**src/hdl/nsq_pkg.sv**
```systemverilog
// nsq_pkg: shared types, widths and register codes for the nine-slice quad generator.
// Depends on nothing; imported by nine_slice_quad_generator.

package nsq_pkg;

  localparam int CoordW = 12;   // input and register field width
  localparam int PosW   = 14;   // screen position width
  localparam int SizeW  = 13;   // size field width on the result word
  localparam int TexW   = 15;   // texture position width, two's complement
  localparam int DiffW  = 15;   // width of size differences before the clamp
  localparam int Cells  = 9;

  // configuration register indexes
  typedef enum logic [2:0] {
    CFG_BORDER_LEFT   = 3'd0,
    CFG_BORDER_TOP    = 3'd1,
    CFG_BORDER_RIGHT  = 3'd2,
    CFG_BORDER_BOTTOM = 3'd3,
    CFG_IMAGE_LEFT    = 3'd4,
    CFG_IMAGE_TOP     = 3'd5,
    CFG_IMAGE_RIGHT   = 3'd6,
    CFG_IMAGE_BOTTOM  = 3'd7
  } cfg_idx_t;

  // one column (or row) of the 3x3 grid
  typedef struct packed {
    logic [PosW-1:0]   pos;    // screen position
    logic [CoordW-1:0] size;   // screen size
    logic [TexW-1:0]   tpos;   // texture position
    logic [CoordW-1:0] tsize;  // texture size
  } slice_t;

  // grid row of a cell index
  function automatic logic [1:0] cell_row(input logic [3:0] cell_no);
    logic [1:0] r;
    case (cell_no)
      4'd0, 4'd1, 4'd2: r = 2'd0;
      4'd3, 4'd4, 4'd5: r = 2'd1;
      4'd6, 4'd7, 4'd8: r = 2'd2;
      default:          r = 2'd0;
    endcase
    return r;
  endfunction

  // grid column of a cell index
  function automatic logic [1:0] cell_col(input logic [3:0] cell_no);
    logic [1:0] c;
    case (cell_no)
      4'd0, 4'd3, 4'd6: c = 2'd0;
      4'd1, 4'd4, 4'd7: c = 2'd1;
      4'd2, 4'd5, 4'd8: c = 2'd2;
      default:          c = 2'd0;
    endcase
    return c;
  endfunction

  // clamp a signed difference at zero and keep the low field bits
  function automatic logic [CoordW-1:0] clamp0(input logic [DiffW-1:0] d);
    return d[DiffW-1] ? '0 : d[CoordW-1:0];
  endfunction

endpackage

```
**src/hdl/nine_slice_quad_generator.sv**
```systemverilog
// The first quad of an element passes stages 1, 2 and 3, the emitter and the output register.
// Throughput: one quad word per cycle while out_ready is high; an element holds the emitter
// for one quad per nonempty cell (1 to 9), and an element with no cells sends no quad.
// The per-cell emitter sets the rate; the three stages in front of it overlap with it.
// Reset: synchronous, active low; clears all stage valid bits and the eight registers.
// Depends on nsq_pkg.

module nine_slice_quad_generator
  import nsq_pkg::*;
(
  input  logic                     clk,
  input  logic                     rst_n,
  // configuration write port
  input  logic                     cfg_we,
  input  logic [2:0]               cfg_index,
  input  logic [CoordW-1:0]        cfg_wdata,
  // element request words
  input  logic                     in_valid,
  output logic                     in_ready,
  input  logic [CoordW-1:0]        in_indent,
  input  logic [CoordW-1:0]        in_elem_width,
  input  logic [CoordW-1:0]        in_elem_height,
  input  logic signed [CoordW-1:0] in_offset_x,
  input  logic signed [CoordW-1:0] in_offset_y,
  input  logic                     in_tile_mode,
  // quad words
  output logic                     out_valid,
  input  logic                     out_ready,
  output logic [PosW-1:0]          out_screen_x,
  output logic [PosW-1:0]          out_screen_y,
  output logic [SizeW-1:0]         out_screen_w,
  output logic [SizeW-1:0]         out_screen_h,
  output logic signed [TexW-1:0]   out_tex_x,
  output logic signed [TexW-1:0]   out_tex_y,
  output logic [SizeW-1:0]         out_tex_w,
  output logic [SizeW-1:0]         out_tex_h,
  output logic                     out_tiled,
  output logic [3:0]               out_cell_res,
  output logic                     out_last_quad
);

  // ---------------------------------------------------------------------------
  // Configuration registers
  // ---------------------------------------------------------------------------
  logic [CoordW-1:0] border_left_r, border_top_r, border_right_r, border_bottom_r;
  logic [CoordW-1:0] image_left_r, image_top_r, image_right_r, image_bottom_r;

  always_ff @(posedge clk) begin
    if (!rst_n) begin
      border_left_r   <= '0;
      border_top_r    <= '0;
      border_right_r  <= '0;
      border_bottom_r <= '0;
      image_left_r    <= '0;
      image_top_r     <= '0;
      image_right_r   <= '0;
      image_bottom_r  <= '0;
    end else if (cfg_we) begin
      case (cfg_idx_t'(cfg_index))
        CFG_BORDER_LEFT:   border_left_r   <= cfg_wdata;
        CFG_BORDER_TOP:    border_top_r    <= cfg_wdata;
        CFG_BORDER_RIGHT:  border_right_r  <= cfg_wdata;
        CFG_BORDER_BOTTOM: border_bottom_r <= cfg_wdata;
        CFG_IMAGE_LEFT:    image_left_r    <= cfg_wdata;
        CFG_IMAGE_TOP:     image_top_r     <= cfg_wdata;
        CFG_IMAGE_RIGHT:   image_right_r   <= cfg_wdata;
        CFG_IMAGE_BOTTOM:  image_bottom_r  <= cfg_wdata;
        default: ;
      endcase
    end
  end

  // ---------------------------------------------------------------------------
  // Stage flow control. Each stage loads when it is empty or hands its word on.
  // The emitter drains one cell per output slot; an element with no cells is
  // dropped at stage 3 without entering the emitter.
  // ---------------------------------------------------------------------------
  logic s1_v_r, s2_v_r, s3_v_r, e_v_r, out_v_r;
  logic out_load, e_fire, e_last, e_free;
  logic s3_go, s3_free, s2_go, s2_free, s1_go, s1_free, in_take;
  logic [Cells-1:0] s3_mask_r, e_mask_r;

  assign out_load = !out_v_r || out_ready;
  assign e_fire   = e_v_r && out_load;
  assign e_free   = !e_v_r || (e_fire && e_last);
  assign s3_go    = s3_v_r && ((s3_mask_r == '0) || e_free);
  assign s3_free  = !s3_v_r || s3_go;
  assign s2_go    = s2_v_r && s3_free;
  assign s2_free  = !s2_v_r || s2_go;
  assign s1_go    = s1_v_r && s2_free;
  assign s1_free  = !s1_v_r || s1_go;
  assign in_ready = s1_free;
  assign in_take  = in_valid && in_ready;

  // ---------------------------------------------------------------------------
  // Stage 1: net width, texture origin, source rectangle span
  // ---------------------------------------------------------------------------
  logic [CoordW-1:0] s1_indent_r, s1_h_r;
  logic [CoordW:0]   s1_w_r, s1_dtx_r, s1_dty_r;   // signed 13-bit differences
  logic [TexW-1:0]   s1_tx0_r, s1_ty0_r;
  logic              s1_tmode_r;

  logic [CoordW:0]   w_nxt, dtx_nxt, dty_nxt;
  logic [TexW-1:0]   tx0_nxt, ty0_nxt;

  always_comb begin
    w_nxt   = {1'b0, in_elem_width} - {1'b0, in_indent};
    dtx_nxt = {1'b0, image_right_r} - {1'b0, image_left_r};
    dty_nxt = {1'b0, image_bottom_r} - {1'b0, image_top_r};
    tx0_nxt = {3'b000, image_left_r} + {{3{in_offset_x[CoordW-1]}}, in_offset_x};
    ty0_nxt = {3'b000, image_top_r}  + {{3{in_offset_y[CoordW-1]}}, in_offset_y};
  end

  always_ff @(posedge clk) begin
    if (!rst_n) s1_v_r <= 1'b0;
    else if (s1_free) s1_v_r <= in_take;
  end

  always_ff @(posedge clk) begin
    if (in_take) begin
      s1_indent_r <= in_indent;
      s1_h_r      <= in_elem_height;
      s1_w_r      <= w_nxt;
      s1_dtx_r    <= dtx_nxt;
      s1_dty_r    <= dty_nxt;
      s1_tx0_r    <= tx0_nxt;
      s1_ty0_r    <= ty0_nxt;
      s1_tmode_r  <= in_tile_mode;
    end
  end

  // ---------------------------------------------------------------------------
  // Stage 2: inner screen and texture sizes, clamped at zero
  // ---------------------------------------------------------------------------
  logic [CoordW-1:0] s2_indent_r, s2_inx_r, s2_iny_r, s2_itx_r, s2_ity_r;
  logic [TexW-1:0]   s2_tx0_r, s2_ty0_r;
  logic              s2_tmode_r;

  logic [DiffW-1:0]  dx_nxt, dy_nxt, dtxi_nxt, dtyi_nxt;

  always_comb begin
    dx_nxt   = {{2{s1_w_r[CoordW]}}, s1_w_r}
             - {3'b000, border_left_r} - {3'b000, border_right_r};
    dy_nxt   = {3'b000, s1_h_r}
             - {3'b000, border_top_r} - {3'b000, border_bottom_r};
    dtxi_nxt = {{2{s1_dtx_r[CoordW]}}, s1_dtx_r}
             - {3'b000, border_left_r} - {3'b000, border_right_r};
    dtyi_nxt = {{2{s1_dty_r[CoordW]}}, s1_dty_r}
             - {3'b000, border_top_r} - {3'b000, border_bottom_r};
  end

  always_ff @(posedge clk) begin
    if (!rst_n) s2_v_r <= 1'b0;
    else if (s2_free) s2_v_r <= s1_go;
  end

  always_ff @(posedge clk) begin
    if (s1_go) begin
      s2_indent_r <= s1_indent_r;
      s2_inx_r    <= clamp0(dx_nxt);
      s2_iny_r    <= clamp0(dy_nxt);
      s2_itx_r    <= clamp0(dtxi_nxt);
      s2_ity_r    <= clamp0(dtyi_nxt);
      s2_tx0_r    <= s1_tx0_r;
      s2_ty0_r    <= s1_ty0_r;
      s2_tmode_r  <= s1_tmode_r;
    end
  end

  // ---------------------------------------------------------------------------
  // Stage 3: column and row geometry, nonempty cell mask
  // ---------------------------------------------------------------------------
  slice_t s3_col_r [3];
  slice_t s3_row_r [3];
  logic   s3_tmode_r;

  slice_t           col_nxt [3];
  slice_t           row_nxt [3];
  logic [Cells-1:0] mask_nxt;

  always_comb begin
    col_nxt[0].pos   = {2'b00, s2_indent_r};
    col_nxt[1].pos   = {2'b00, s2_indent_r} + {2'b00, border_left_r};
    col_nxt[2].pos   = {2'b00, s2_indent_r} + {2'b00, border_left_r} + {2'b00, s2_inx_r};
    col_nxt[0].size  = border_left_r;
    col_nxt[1].size  = s2_inx_r;
    col_nxt[2].size  = border_right_r;
    col_nxt[0].tpos  = s2_tx0_r;
    col_nxt[1].tpos  = s2_tx0_r + {3'b000, border_left_r};
    col_nxt[2].tpos  = s2_tx0_r + {3'b000, border_left_r} + {3'b000, s2_itx_r};
    col_nxt[0].tsize = border_left_r;
    col_nxt[1].tsize = s2_itx_r;
    col_nxt[2].tsize = border_right_r;

    row_nxt[0].pos   = '0;
    row_nxt[1].pos   = {2'b00, border_top_r};
    row_nxt[2].pos   = {2'b00, border_top_r} + {2'b00, s2_iny_r};
    row_nxt[0].size  = border_top_r;
    row_nxt[1].size  = s2_iny_r;
    row_nxt[2].size  = border_bottom_r;
    row_nxt[0].tpos  = s2_ty0_r;
    row_nxt[1].tpos  = s2_ty0_r + {3'b000, border_top_r};
    row_nxt[2].tpos  = s2_ty0_r + {3'b000, border_top_r} + {3'b000, s2_ity_r};
    row_nxt[0].tsize = border_top_r;
    row_nxt[1].tsize = s2_ity_r;
    row_nxt[2].tsize = border_bottom_r;

    for (int r = 0; r < 3; r++) begin
      for (int c = 0; c < 3; c++) begin
        mask_nxt[r*3 + c] = (col_nxt[c].size != '0) && (row_nxt[r].size != '0);
      end
    end
  end

  always_ff @(posedge clk) begin
    if (!rst_n) s3_v_r <= 1'b0;
    else if (s3_free) s3_v_r <= s2_go;
  end

  always_ff @(posedge clk) begin
    if (s2_go) begin
      s3_col_r   <= col_nxt;
      s3_row_r   <= row_nxt;
      s3_mask_r  <= mask_nxt;
      s3_tmode_r <= s2_tmode_r;
    end
  end

  // ---------------------------------------------------------------------------
  // Emitter: walks the cell mask lowest cell first, one quad per output slot
  // ---------------------------------------------------------------------------
  slice_t e_col_r [3];
  slice_t e_row_r [3];
  logic   e_tmode_r;

  logic             e_load;
  logic [3:0]       sel;
  logic [1:0]       sel_r, sel_c;
  logic [Cells-1:0] sel_bit, mask_left;
  logic             corner;

  assign e_load = s3_go && (s3_mask_r != '0);

  always_comb begin
    sel = 4'd0;
    for (int i = Cells - 1; i >= 0; i--) begin
      if (e_mask_r[i]) sel = 4'(i);
    end
    sel_bit   = Cells'(1) << sel;
    mask_left = e_mask_r & ~sel_bit;
    e_last    = (mask_left == '0);
    sel_r     = cell_row(sel);
    sel_c     = cell_col(sel);
    corner    = (sel_r != 2'd1) && (sel_c != 2'd1);
  end

  always_ff @(posedge clk) begin
    if (!rst_n) begin
      e_v_r <= 1'b0;
    end else if (e_free) begin
      e_v_r <= e_load;
    end
  end

  always_ff @(posedge clk) begin
    if (e_free && e_load) begin
      e_col_r   <= s3_col_r;
      e_row_r   <= s3_row_r;
      e_mask_r  <= s3_mask_r;
      e_tmode_r <= s3_tmode_r;
    end else if (e_fire) begin
      e_mask_r  <= mask_left;
    end
  end

  // ---------------------------------------------------------------------------
  // Output register
  // ---------------------------------------------------------------------------
  logic [PosW-1:0]  oq_sx_r, oq_sy_r;
  logic [SizeW-1:0] oq_sw_r, oq_sh_r, oq_tw_r, oq_th_r;
  logic [TexW-1:0]  oq_tx_r, oq_ty_r;
  logic             oq_tiled_r, oq_last_r;
  logic [3:0]       oq_cell_r;

  always_ff @(posedge clk) begin
    if (!rst_n) out_v_r <= 1'b0;
    else if (out_load) out_v_r <= e_fire;
  end

  always_ff @(posedge clk) begin
    if (e_fire) begin
      oq_sx_r    <= e_col_r[sel_c].pos;
      oq_sy_r    <= e_row_r[sel_r].pos;
      oq_sw_r    <= {1'b0, e_col_r[sel_c].size};
      oq_sh_r    <= {1'b0, e_row_r[sel_r].size};
      oq_tx_r    <= e_col_r[sel_c].tpos;
      oq_ty_r    <= e_row_r[sel_r].tpos;
      oq_tw_r    <= {1'b0, e_col_r[sel_c].tsize};
      oq_th_r    <= {1'b0, e_row_r[sel_r].tsize};
      oq_tiled_r <= corner ? 1'b0 : e_tmode_r;
      oq_cell_r  <= sel;
      oq_last_r  <= e_last;
    end
  end

  assign out_valid     = out_v_r;
  assign out_screen_x  = oq_sx_r;
  assign out_screen_y  = oq_sy_r;
  assign out_screen_w  = oq_sw_r;
  assign out_screen_h  = oq_sh_r;
  assign out_tex_x     = oq_tx_r;
  assign out_tex_y     = oq_ty_r;
  assign out_tex_w     = oq_tw_r;
  assign out_tex_h     = oq_th_r;
  assign out_tiled     = oq_tiled_r;
  assign out_cell_res  = oq_cell_r;
  assign out_last_quad = oq_last_r;

`ifndef NO_ASSERTIONS
  // emitter never holds an element with nothing left to send
  a_emit_nonempty: assert property (@(posedge clk) disable iff (!rst_n)
    e_v_r |-> (e_mask_r != '0))
    else $error("emitter holds an empty cell mask");

  // only nonempty cells reach the output
  a_quad_nonempty: assert property (@(posedge clk) disable iff (!rst_n)
    out_v_r |-> (oq_sw_r != '0) && (oq_sh_r != '0) && (oq_cell_r <= 4'd8))
    else $error("empty or out of grid quad emitted");

  // corners: untiled, texture size equals screen size
  a_corner: assert property (@(posedge clk) disable iff (!rst_n)
    out_v_r && (oq_cell_r == 4'd0 || oq_cell_r == 4'd2 || oq_cell_r == 4'd6
                || oq_cell_r == 4'd8)
    |-> !oq_tiled_r && (oq_tw_r == oq_sw_r) && (oq_th_r == oq_sh_r))
    else $error("corner quad malformed");

  // a taken quad that is not the last is followed by a later cell of the same element
  a_cell_order: assert property (@(posedge clk) disable iff (!rst_n)
    out_v_r && out_ready && !oq_last_r ##1 out_v_r |-> oq_cell_r > $past(oq_cell_r))
    else $error("cells out of row-major order");
`endif

endmodule
```
**config.mk**
```make
export PLATFORM = sky130hd
export DESIGN_NAME = nine_slice_quad_generator
export DESIGN_NICKNAME = d
export VERILOG_FILES = /design/src/hdl/nsq_pkg.sv /design/src/hdl/nine_slice_quad_generator.sv
export SDC_FILE = /design/constraint.sdc
export NUM_CORES = 1
export LEC_CHECK = 0
export ABC_AREA = 1
export BUFFER_PORTS_ARGS = -buffer_cell sky130_fd_sc_hd__buf_4
export CORE_ASPECT_RATIO = 0.5
export CORE_MARGIN = 4
export CORE_UTILIZATION = 23
export CTS_CLUSTER_SIZE = 25
export DETAILED_ROUTE_END_ITERATION = 8
export MAX_ROUTING_LAYER = met4
export PLACE_DENSITY = 0.39
export SLEW_MARGIN = 20
export SYNTH_ARGS = -nofsm -noshare
export SYNTH_HDL_FRONTEND = slang
export SYNTH_SLANG_ARGS = --single-unit
```
**constraint.sdc**
```tcl
create_clock -name clk -period 16.35 [get_ports clk]
set_input_delay 2.4525 -clock clk [delete_from_list [all_inputs] [get_ports clk]]
set_output_delay 2.4525 -clock clk [all_outputs]
set_load 0.05 [all_outputs]
```
=== Word level (Yosys, flattened, before mapping) ===
Memory sizes are Yosys's and may differ from the RTL's.
Index checks and enable logic that the tools add are counted.

* Bits in registers: 898
* Bits in read-only memories: 64
* Output and inout port bits: 118
* Logic and storage cells: 183
* Memories: 2

* Add/sub/neg operators: 20
* $lt $le $gt $ge: 2
* Eq/ne operators: 9
* Shift operators: 1
* Muxes and demuxes: 17
* Bitwise operators: 4
* Reduce and logical (&&, ||, !) cells: 48

{| class="wikitable"
|+ Memories
! name !! words !! bits a word !! rd ports !! clocked after Yosys merged registers in !! wr ports !! line !! source
|-
| (name not given) || 16 || 2 || 1 || 0 || 0 || nsq_pkg.sv:36 || <nowiki>case (cell_no)</nowiki>
|-
| (name not given) || 16 || 2 || 1 || 0 || 0 || nsq_pkg.sv:48 || <nowiki>case (cell_no)</nowiki>
|}

{| class="wikitable"
|+ Operator list
! cell !! count
|-
| $bmux W53 S2 || 2
|-
| $mux W53 || 4
|-
| $reduce_bool A12 Y1 || 6
|-
| $add A15 B12 Y15 || 4
|-
| $sub A13 B13 Y14 || 4
|-
| $sub A12 B12 Y13 || 4
|-
| $sub A14 B13 Y15 || 3
|-
| $add A13 B12 Y14 || 3
|-
| $mux W4 || 9
|-
| $add A12 B12 Y13 || 2
|-
| $logic_and A1 B1 Y1 || 18
|-
| $logic_not A9 Y1 || 2
|-
| $mux W9 || 2
|-
| $reduce_and A2 Y1 || 8
|-
| $eq A3 B3 Y1 const B || 4
|-
| $and A9 B9 Y9 || 1
|-
| $not A9 Y9 || 1
|-
| $reduce_bool A9 Y1 || 1
|-
| $shl A1 B4 Y9 const A || 1
|-
| $eq A3 B2 Y1 const B || 2
|-
| $ge A3 B3 Y1 const B || 2
|-
| $logic_or A1 B1 Y1 || 6
|-
| $not A2 Y3 || 2
|-
| $logic_not A1 Y1 || 5
|-
| 4 further kinds || 5
|}

=== Logic depth before layout (Yosys ltp) ===
Gate-level depths: netlist (run 1).

* Depth after elaboration: 23
* Depth in mapped cells: 22

=== Worst setup path before layout (run 1) ===
OpenSTA, ideal clock, no wires.

* Path type: input to register
* From: input out_ready
* To: register s3_col_r[0] in the netlist's numbering (enable)
* Data arrival time: 7.615 ns
* Data required time: 15.752 ns
* Setup slack: 8.137 ns
* Cell stages on the path: 6
* Path through: inv_1 -> nand2_1 -> nand3_4 -> nand3_1 -> nand2_1 -> inv_1

* Longest elaborated chain between the ends: 8

{| class="wikitable"
|+ RTL lines
! what !! line !! source
|-
| from (decl) || nine_slice_quad_generator.sv:28 || <nowiki>input logic out_ready,</nowiki>
|-
| $logic_or A1 B1 Y1 || nine_slice_quad_generator.sv:83 || <nowiki>assign out_load = !out_v_r || out_ready;</nowiki>
|-
| $logic_and A1 B1 Y1 || nine_slice_quad_generator.sv:84 || <nowiki>assign e_fire = e_v_r && out_load;</nowiki>
|-
| $logic_and A1 B1 Y1 || nine_slice_quad_generator.sv:85 || <nowiki>assign e_free = !e_v_r || (e_fire && e_last);</nowiki>
|-
| $logic_or A1 B1 Y1 || nine_slice_quad_generator.sv:85 ||
|-
| $logic_or A1 B1 Y1 || nine_slice_quad_generator.sv:86 || <nowiki>assign s3_go = s3_v_r && ((s3_mask_r == '0) || e_free);</nowiki>
|-
| $logic_and A1 B1 Y1 || nine_slice_quad_generator.sv:86 ||
|-
| $logic_or A1 B1 Y1 || nine_slice_quad_generator.sv:87 || <nowiki>assign s3_free = !s3_v_r || s3_go;</nowiki>
|-
| $logic_and A1 B1 Y1 || nine_slice_quad_generator.sv:88 || <nowiki>assign s2_go = s2_v_r && s3_free;</nowiki>
|-
| via s2_go || nine_slice_quad_generator.sv:80 || <nowiki>logic s3_go, s3_free, s2_go, s2_free, s1_go, s1_free, in_take;</nowiki>
|-
| to (signal assigned) || nine_slice_quad_generator.sv:222 || <nowiki>s3_col_r <= col_nxt;</nowiki>
|-
| to (decl) || nine_slice_quad_generator.sv:173 || <nowiki>slice_t s3_col_r [3];</nowiki>
|}

The timed path passes the listed nets, and every way through them passes these cells.
A chain may end at the register's enable or synchronous reset.

=== Worst setup path after layout (run 1) ===
* From: input out_ready
* To: output in_ready

* Longest elaborated chain between the ends: 11

{| class="wikitable"
|+ RTL lines
! what !! line !! source
|-
| $logic_or A1 B1 Y1 || nine_slice_quad_generator.sv:83 ||
|-
| $logic_and A1 B1 Y1 || nine_slice_quad_generator.sv:84 ||
|-
| $logic_and A1 B1 Y1 || nine_slice_quad_generator.sv:85 ||
|-
| $logic_or A1 B1 Y1 || nine_slice_quad_generator.sv:85 ||
|-
| $logic_or A1 B1 Y1 || nine_slice_quad_generator.sv:86 ||
|-
| $logic_and A1 B1 Y1 || nine_slice_quad_generator.sv:86 ||
|-
| $logic_or A1 B1 Y1 || nine_slice_quad_generator.sv:87 ||
|-
| $logic_and A1 B1 Y1 || nine_slice_quad_generator.sv:88 ||
|-
| $logic_or A1 B1 Y1 || nine_slice_quad_generator.sv:89 || <nowiki>assign s2_free = !s2_v_r || s2_go;</nowiki>
|-
| $logic_and A1 B1 Y1 || nine_slice_quad_generator.sv:90 || <nowiki>assign s1_go = s1_v_r && s2_free;</nowiki>
|-
| $logic_or A1 B1 Y1 || nine_slice_quad_generator.sv:91 || <nowiki>assign s1_free = !s1_v_r || s1_go;</nowiki>
|-
| to (decl) || nine_slice_quad_generator.sv:19 || <nowiki>output logic in_ready,</nowiki>
|}

Every way passes these cells.

==> results of run 1 <==
## power groups by stage
stage                     Combinational (W)  Clock, W  Sequential, W
after floorplan                    0.000568         0        0.00272
final                              0.000819   0.00218        0.00270
after global placement             0.000823         0        0.00275
after global routing               0.000924   0.00235        0.00271
after CTS                          0.000829   0.00226        0.00270
after detailed placement           0.000824         0        0.00275
## cell usage after synthesis, types with 23 or more instances
| cell | n |
|---|---|
| sky130_fd_sc_hd__dfxtp_1 | 101 |
| sky130_fd_sc_hd__edfxtp_1 | 784 |
| sky130_fd_sc_hd__o21ai_0 | 183 |
| sky130_fd_sc_hd__nor2_1 | 219 |
| sky130_fd_sc_hd__xnor2_1 | 60 |
| sky130_fd_sc_hd__clkbuf_1 | 32 |
| sky130_fd_sc_hd__inv_1 | 311 |
| sky130_fd_sc_hd__o21ai_2 | 44 |
| sky130_fd_sc_hd__nand2_1 | 479 |
| sky130_fd_sc_hd__a31oi_1 | 25 |
| sky130_fd_sc_hd__a21oi_1 | 276 |
| sky130_fd_sc_hd__nand3_1 | 94 |
| sky130_fd_sc_hd__nor4_1 | 23 |
| sky130_fd_sc_hd__ha_1 | 215 |
| sky130_fd_sc_hd__fa_1 | 50 |
| sky130_fd_sc_hd__xor2_1 | 111 |
| sky130_fd_sc_hd__o211ai_1 | 28 |
## per-layer routing
metal,up-vias,share of wire,global-route usage
li1,12000,-,-
met1,12200,0.50,0.185
met2,415,0.44,0.199
met3,146,0.036,0.0176
met4,0,0.024,0.0323
met5,-,0,-
## cells by family after synthesis
| family | after synthesis | synth area share |
|---|---|---|
| simple gates | 887 | 0.0946 |
| flops | 885 | 0.641 |
| compound gates | 647 | 0.0935 |
| buf+inv | 393 | 0.0407 |
| fa+ha+maj | 265 | 0.0925 |
| xor+xnor | 171 | 0.0376 |
| other cells | 1 | 0.0000940 |
## sequential cells by signal, indices dropped and copies added (netlist names), 14 cells and up
signal,flops
s1_ty0_r,14
s3_col_r,131
e_row_r,105
e_col_r,131
out_tex_y,15
s2_ty0_r,14
s3_row_r,105
s2_tx0_r,14
out_tex_x,15
s1_tx0_r,14
out_screen_x,14
## worst max-delay path, delay by kind of cell
| kind | cells | cell delay (ns) |
|---|---|---|
| buffers and inverters | 4 | 0.40 |
| and+or+nand+nor | 4 | 0.59 |
## worst max path at each step
| stage | from | end | slack, ns | depth (start not counted) |
|---|---|---|---|---|
| finish | out_ready | in_ready | 10.45 | 8 |
| global route | e_mask_r[5] | in_ready | 10.24 | 14 |
| CTS | out_ready | in_ready | 10.42 | 8 |
| detailed placement | out_ready | in_ready | 10.42 | 8 |
| global placement | out_ready | in_ready | 10.40 | 8 |
| floorplan | out_ready | s3_col_r[0] | 8.14 | 6 |
## final cells by class
| cell class | count | area [um2] |
|---|---|---|
| Fill cell | 17600 | 124000 |
| Sequential cell | 885 | 25600 |
| Multi-Input combinational cell | 1975 | 12700 |
| Tap cell | 2289 | 2860 |
| Clock buffer | 118 | 2600 |
| Timing Repair Buffer | 210 | 1580 |
| Inverter | 321 | 1230 |
| Clock inverter | 54 | 548 |
| Antenna cell | 5 | 12.5 |
## metrics by stage
stage | power, W | hold WS, ns | setup slack [ns] | util
floorplan | 0.00329 | 0.400 | 8.14 | -
global placement | 0.00357 | 0.401 | 10.40 | 0.257
detailed placement | 0.00357 | 0.405 | 10.42 | 0.257
CTS | 0.00579 | 0.409 | 10.42 | 0.275
global route | 0.00598 | 0.418 | 10.24 | 0.275
finish | 0.00570 | 0.409 | 10.45 | 0.275
==> results, run 1 <==
- Yosys attributes the largest share of cell area to sky130_fd_sc_hd__edfxtp_1 (59%), sky130_fd_sc_hd__ha_1 (6.7%), sky130_fd_sc_hd__dfxtp_1 (5.1%).
- The total power density per cell area is 121 nW/um2.
- Summed over all layers, the global routing overflow is 0.
- The flow ran to the end, and the final reports show no timing, DRC or antenna violations.
- The worst register-to-register path begins at e_mask_r[5].
- The detailed-placement wirelength estimate is 85.3 mm.
- The share of power burned in registers is 0.473.
- The number of hold buffers added after CTS is 0.
- The signal on the critical path passes through buf_4, inv_1, nand2_1, nand3_4, nand4_1, nor2_2, inv_1, buf_4.
- Averaged over all synthesized cells, the footprint is 12.3 um2.
- The worst hold path passes through 0 cells.
- After clock tree synthesis, the clock-pin slew on the worst setup and hold paths is 0.06 ns.
- Once placement completed, the tool counted placed cells totaling 5680.
- The endpoint required time on the critical path is 13.90 ns.
- The pin slew with the least headroom to its limit is 1.00 ns.
- At the later pin of the worst-skew pair, clock insertion delay measures 0.68 ns.
- The critical path is of the primary input to output port type.
- The core region is 171000 um2.
- The total wire length after detailed routing is 116 mm.
- The prevailing post-synth register cell is sky130_fd_sc_hd__edfxtp_1.
- The critical path data arrival time is 3.45 ns.
- The post-CTS repair timing setup buffer count is 0.
- The cell accounting for the most synthesized area is sky130_fd_sc_hd__edfxtp_1.
- The worst register-to-register path ends at s3_row_r[47].
- The share of total power in the clock network is 0.383.
- During synthesis, Yosys emitted a total of 0 warnings.
- The share of the Yosys chip area taken by registers is 0.641.
- Of the total power, the share spent switching nets is 0.270.
- Once layout is done, the placed cells without fillers occupy 47100 um2.
- In the synthesized netlist, the number of instances is 3249.
- In the global route stage, overall resource usage came out at 0.131.
- The clock period could shrink to 5.90 ns.
- The boundary pin count is 199.
- The count of different cell masters after synthesis is 59.
- STA classifies the critical path endpoint as an output port.
- Of all flip-flops after synthesis, the portion carrying an async set or reset was 0.
- Once detail routing completed, the nets flagged for antenna violations numbered 0.
- Setup repair after global routing left no endpoint under its margin.
- The number of max-cap violations is 0.
- The total count of max-transition violations in the final report came to 0.
- The initial core utilization is 0.233.
- For hold timing, the worst endpoint is e_col_r[104].
- The clock sink count is 885.
- For the worst flop-to-flop path, the logic depth is 16.
- The library cell used most frequently in the layout, excluding fill and tap cells, is sky130_fd_sc_hd__edfxtp_1.
- Measured along the y axis, the die boundary spans 302 um.
- The worst register-to-register path has a setup slack of 11.60 ns.
- The standard cell with the maximum stage delay on the critical path is sky130_fd_sc_hd__nor2_2.
- For this design the total switching power over the nets is 0.00154 W.
- The finished layout holds 5857 standard cells, fillers aside.
- The portion of synthesized cell area occupied by the leading cell type is 0.590.
- The final-report hold violation count is 0.
- The number of antenna violations at the first check in global routing was 15.
- The number of buffers added by the clock tree synthesis step is 94.
- Setup violations remaining at the end of the flow were counted as 0.
- TritonCTS built the clock tree.
- The placer's final routability congestion estimate is 0.842.
- Counting flops with a built-in enable in the synthesized netlist gives 784.
- The reported leakage power is 17.6 nW.
- After synthesis the cells add up to 39900 um2.
- The iteration count of the initial detailed-routing pass is 5.
- The per-cell via count in the routed design is 4.23.
- The number of global-route vias before repair is 25100.
- The largest single stage delay on the critical path is 0.22 ns.
- The final clock skew is 0.0289 ns.
- The die covers 181000 um2.
- The maximum fanout along the worst path is 3.
- IR analysis of the VDD net gives a maximum drop of 0.0776 mV.
- The internal power of the cells is 0.00416 W.
- The share of total power dissipated in combinational logic is 0.144.
- The routed length per placed instance is 19.9 um.
- The worst setup path is launched from a primary input.
- The post-synthesis register bit count is 885.
- The chip width is 597 um.
- The routed layout has 24800 vias.
- The largest net degree at the start of global routing is 134.
- The post-detailed-placement cell area is 44000 um2.
- The layout-stage area growth over the synthesis result is 18.2%.
- The first routing iteration left 1714 violations.
- The highest achievable clock rate is 0.169 GHz.
- The floorplan row count is 107.
- The root buffer cell chosen for the clock tree is sky130_fd_sc_hd__clkbuf_16.
- The proportion of layout cells with a drive suffix above 1 is 0.124.
- Headroom to the max-slew limit came out at 0.332.
- In the layout the commonest cells are sky130_fd_sc_hd__edfxtp_1 (784), sky130_fd_sc_hd__nand2_1 (479), sky130_fd_sc_hd__inv_1 (308), sky130_fd_sc_hd__a21oi_1 (276), sky130_fd_sc_hd__nor2_1 (218).
- In the finished design, the share of the clock period the worst path needs comes to 0.361.
- The beginning of the worst hold path is s3_col_r[104].
- The longest clock path from root to sink contains 3 buffers.
- The worst hold path belongs to the class flip-flop to flip-flop.
- The H-tree generated during clock tree synthesis spans 3 levels.
- The wire length of the first global-routing pass is 170 mm.
- The count of instances resized after the clock tree is built is 0.
- In this run the tool buffered the top-level ports with 193 buffer cells.
- The DRC violation count after routing is 0.
- After the last flow step, the layout net total stands at 3833.
- The sum of negative setup slack is 0 ns.
Power figures use the tool's default switching activity.
==> run 2: changes to the inputs <==
--- a/config.mk
+++ b/config.mk
@@ -5,7 +5,7 @@
 export SDC_FILE = /design/constraint.sdc
 export NUM_CORES = 1
 export LEC_CHECK = 0
-export ABC_AREA = 1
+export ABC_AREA = 0
 export BUFFER_PORTS_ARGS = -buffer_cell sky130_fd_sc_hd__buf_4
 export CORE_ASPECT_RATIO = 0.5
 export CORE_MARGIN = 4
==> constraint.sdc (replaced) <==
create_clock -name clk -period 6 [get_ports clk]
set_input_delay 0.9 -clock clk [delete_from_list [all_inputs] [get_ports clk]]
set_output_delay 0.9 -clock clk [all_outputs]
set_load 0.05 [all_outputs]
==> results, run 2 <==
- The height of the die is 300 um (-0.70%).
- The proportion of layout cells with a drive suffix above 1 is 0.122 (-0.00227).
- The number of global-route vias before repair is 24000 (-4.2%).
- The commonest cells after synthesis are sky130_fd_sc_hd__edfxtp_1 (784), sky130_fd_sc_hd__nand2_1 (337), sky130_fd_sc_hd__ha_1 (215), sky130_fd_sc_hd__nor2_1 (186), sky130_fd_sc_hd__a21oi_1 (181).
- The number of cells on the worst reg-to-reg path is 15 (-1).
- The boundary pin count is 199 (unchanged).
- The beginning of the worst hold path is s3_col_r[116].
- The total count of max-transition violations in the final report came to 0 (unchanged).
- The maximum clock insertion buffer count is 3 (unchanged).
- The maximum fanout along the worst path was 7 (+4).
- The layout-stage area growth over the synthesis result is 18.3%.
- The number of max-cap violations is 0 (unchanged).
- The most used flip-flop cell after synthesis is sky130_fd_sc_hd__edfxtp_1.
- The startpoint of the worst-slack reg-to-reg timing path is border_top_r[1].
- The routed length per placed instance is 20.4 um (+2.5%).
- The flow ran to the end, and the final reports show no timing, DRC or antenna violations.
- The most common cell after layout, fill and taps aside is sky130_fd_sc_hd__edfxtp_1.
- The initial core utilization is 0.233 (+0.000476).
- The post-placement worst setup slack is 1.58 ns (-8.84 ns).
- The wire length of the first global-routing pass is 165 mm (-3.1%).
- STA classifies the critical path startpoint as a flip-flop.
- The combined area of all synthesized cells is 39300 um2 (-1.4%).
- The maximum resistive drop on vdd is 0.195 mV (+150%).
- The number of nets in the layout is 3548 (-7.4%).
- The clock tree root driver cell is sky130_fd_sc_hd__clkbuf_16.
- The per-cell via count in the routed design was 4.21 (-0.33%).
- The DRC violation count after routing is 0 (unchanged).
- The register clock-pin slew on the reported worst setup and hold paths is 0.06 ns (about the same).
- The post-CTS repair timing setup buffer count is 0 (unchanged).
- The clock sink count is 885 (unchanged).
- The setup slack on the worst flop-to-flop path was 1.55 ns (-10.05 ns).
- The CTS H-tree depth was 3 (unchanged).
- The chip width came to 593 um (-0.71%).
- The iteration count of the initial detailed-routing pass is 5 (unchanged).
- The final-report hold violation count is 0 (unchanged).
- The number of antenna-violating nets in the routed design is 0 (unchanged).
- The count of mapped cells out of synthesis is 2967 (-8.7%).
- The count of cells along the worst hold path is 0 (unchanged).
- The clock insertion delay at the later pin of the skew report is 0.68 ns (about the same).
- The number of antenna violations at the first check in global routing was 4 (-11).
- The total wire length after detailed routing was 113 mm (-3.1%).
- The kind of critical path is flip-flop to output port.
- The standard cell with the maximum stage delay on the critical path is sky130_fd_sc_hd__edfxtp_1.
- The count of instances resized after the clock tree is built was 0 (unchanged).
- The core region area is 168000 um2 (-1.6%).
- The post-synthesis register bit count came to 885 (unchanged).
- The endpoint identified for the worst register-to-register timing path is s2_iny_r[11].
- The first element of the critical path is e_mask_r[7].
- The worst path setup slack after routing is 1.44 ns (-9.01 ns).
- The worst setup path is captured at an output port.
- The reported leakage power is 16.1 nW (-8.3%).
- The final cell utilization of the core came to 0.276 (+0.000925).
- The detailed-placement wirelength estimate is 81.0 mm (-5.0%).
- The number of setup violations in the final report was 0 (unchanged).
- The total power density per cell area is 313 nW/um2 (+160%).
- The largest net degree at the start of global routing is 110 (-18%).
- TritonCTS built the clock tree.
- The portion of synthesized cell area occupied by the leading cell type is 0.599 (+0.00857).
- The overall track demand over capacity in global routing is 0.129 (-0.00163).
- The worst slew slack as a fraction of its limit is 0.295 (-0.0379).
- The critical path data arrival time was 3.66 ns (+0.21 ns).
- The placer's final routability congestion estimate is 0.807 (-4.2%).
- The share of the clock period used by the worst path after layout is 0.760.
- The floorplan row count is 106 (-0.93%).
- The endpoint required time on the critical path was 5.10 ns (-8.80 ns).
- The number of buffers added by the clock tree synthesis step is 91 (-3.2%).
- The largest registers in the layout are e_col_r x131, s3_col_r x131.
- The worst stage delay on the critical path is 0.49 ns (+0.27 ns).
- The most common cell in the netlist is sky130_fd_sc_hd__edfxtp_1.
- The worst hold path terminates at e_col_r[116].
- The count of different cell masters after synthesis is 71 (+20%).
- The final hold slack was 0.411 ns (+0.00234 ns).
- The pin slew with the least headroom to its limit came to 1.05 ns (+0.0530 ns).
- By area the synthesized netlist is led by sky130_fd_sc_hd__edfxtp_1 (60%), sky130_fd_sc_hd__ha_1 (6.8%), sky130_fd_sc_hd__dfxtp_1 (5.1%).
- Traced cell by cell, the critical path runs through nor2_2, nor3_1, o31ai_2, ha_2, nor2b_1, nor3_1, nand3_1, o41ai_2, nor2_2, and2_1, nand2_1, buf_4.
- The worst hold path belongs to the class flip-flop to flip-flop.
- Static timing analysis puts the maximum clock frequency at 0.219 GHz.
- The minimum clock period after layout is 4.56 ns.
- The full die area is 178000 um2 (-1.4%).
- The register area share after synthesis is 0.650 (+0.00930).
- The number of vias in the routed layout came to 23300 (-5.8%).
- Setup repair after global routing left no endpoint under its margin.
- In the layout the commonest cells are sky130_fd_sc_hd__edfxtp_1 (784), sky130_fd_sc_hd__nand2_1 (337), sky130_fd_sc_hd__buf_4 (216), sky130_fd_sc_hd__ha_1 (213), sky130_fd_sc_hd__nor2_1 (184).
- The final global-route overflow total came to 0 (unchanged).
- The final clock skew is 0.0237 ns (-0.00522 ns).
- The count of input and output buffers was 193 (unchanged).
- The proportion of synthesized flip-flops having asynchronous set or reset came to 0 (unchanged).
- The number of hold buffers added after CTS came to 0 (unchanged).
- The first-iteration detailed-routing DRC count came to 1471 (-14%).
- The mean cell area of the mapped netlist came to 13.2 um2 (+7.9%).
- The total number of yosys warnings came to 0 (unchanged).
- Summed over all instances, the cell type with the most area after synthesis is sky130_fd_sc_hd__edfxtp_1.
- The number of enable-type register cells in the synthesized netlist is 784 (unchanged).
==> run 2: cell type report <==
type | count | area, um2
Antenna cell | 2 | 5.00
Multi-Input combinational cell | 1845 | 12900
Clock inverter | 52 | 509
Clock buffer | 107 | 2370
Timing Repair Buffer | 223 | 1760
Sequential cell | 885 | 25600
Tap cell | 2268 | 2840
Inverter | 156 | 588
Fill cell | 17200 | 122000
==> run 2: worst max-delay path by stage <==
stage,endpoint,cells after the start
detailed placement,s2_iny_r[11],15
CTS,in_ready,12
finish,in_ready,12
global placement,s2_iny_r[9],15
global route,s2_iny_r[11],15
floorplan,s3_col_r[0],15
==> run 2: kinds of logic (layout without fill, tap and decap cells) <==
logic type / after synthesis / in the layout / share of synthesized area
flops: 885 / 885 / 0.650
simple gates: 746 / 746 / 0.0849
compound gates: 642 / 642 / 0.103
fa+ha+maj: 267 / 267 / 0.0944
buf+inv: 241 / 538 / 0.0253
xor+xnor: 156 / 156 / 0.0348
mux: 29 / 29 / 0.00751
other cells: 1 / 7 / 0.0000954
==> run 2: through the flow <==
step                      setup TNS (ns)  instance area [um2]  instances  power, W
after floorplan                   -28.29                39400       2971   0.00845
after global placement                 0                43600       5377   0.00907
after detailed placement               0                43600       5377   0.00907
after CTS                              0                46500       5536    0.0148
after global routing                   0                46500       5536    0.0153
final                                  0                46500       5538    0.0145
==> run 2: where the power goes <==
group | switching [W] | internal (W)
logic | 0.00103 | 0.000655
clock network | 0.00249 | 0.00314
registers | 0.000182 | 0.00704
==> run 2: per-layer routing <==
metal	GRT usage	part of all wire	vias to the layer above
met5	-	0	-
met4	0.0321	0.024	0
met3	0.0197	0.033	156
met2	0.209	0.48	367
met1	0.170	0.47	11500
li1	-	-	11300
==> run 2: worst max-delay path: cells and delay by family (launching register included) <==
kind / cells / cell delay (ns)
compound gates: 2 / 0.77
simple gates: 8 / 1.20
buf+inv: 1 / 0.22
flops: 1 / 0.49
fa+ha+maj: 1 / 0.31
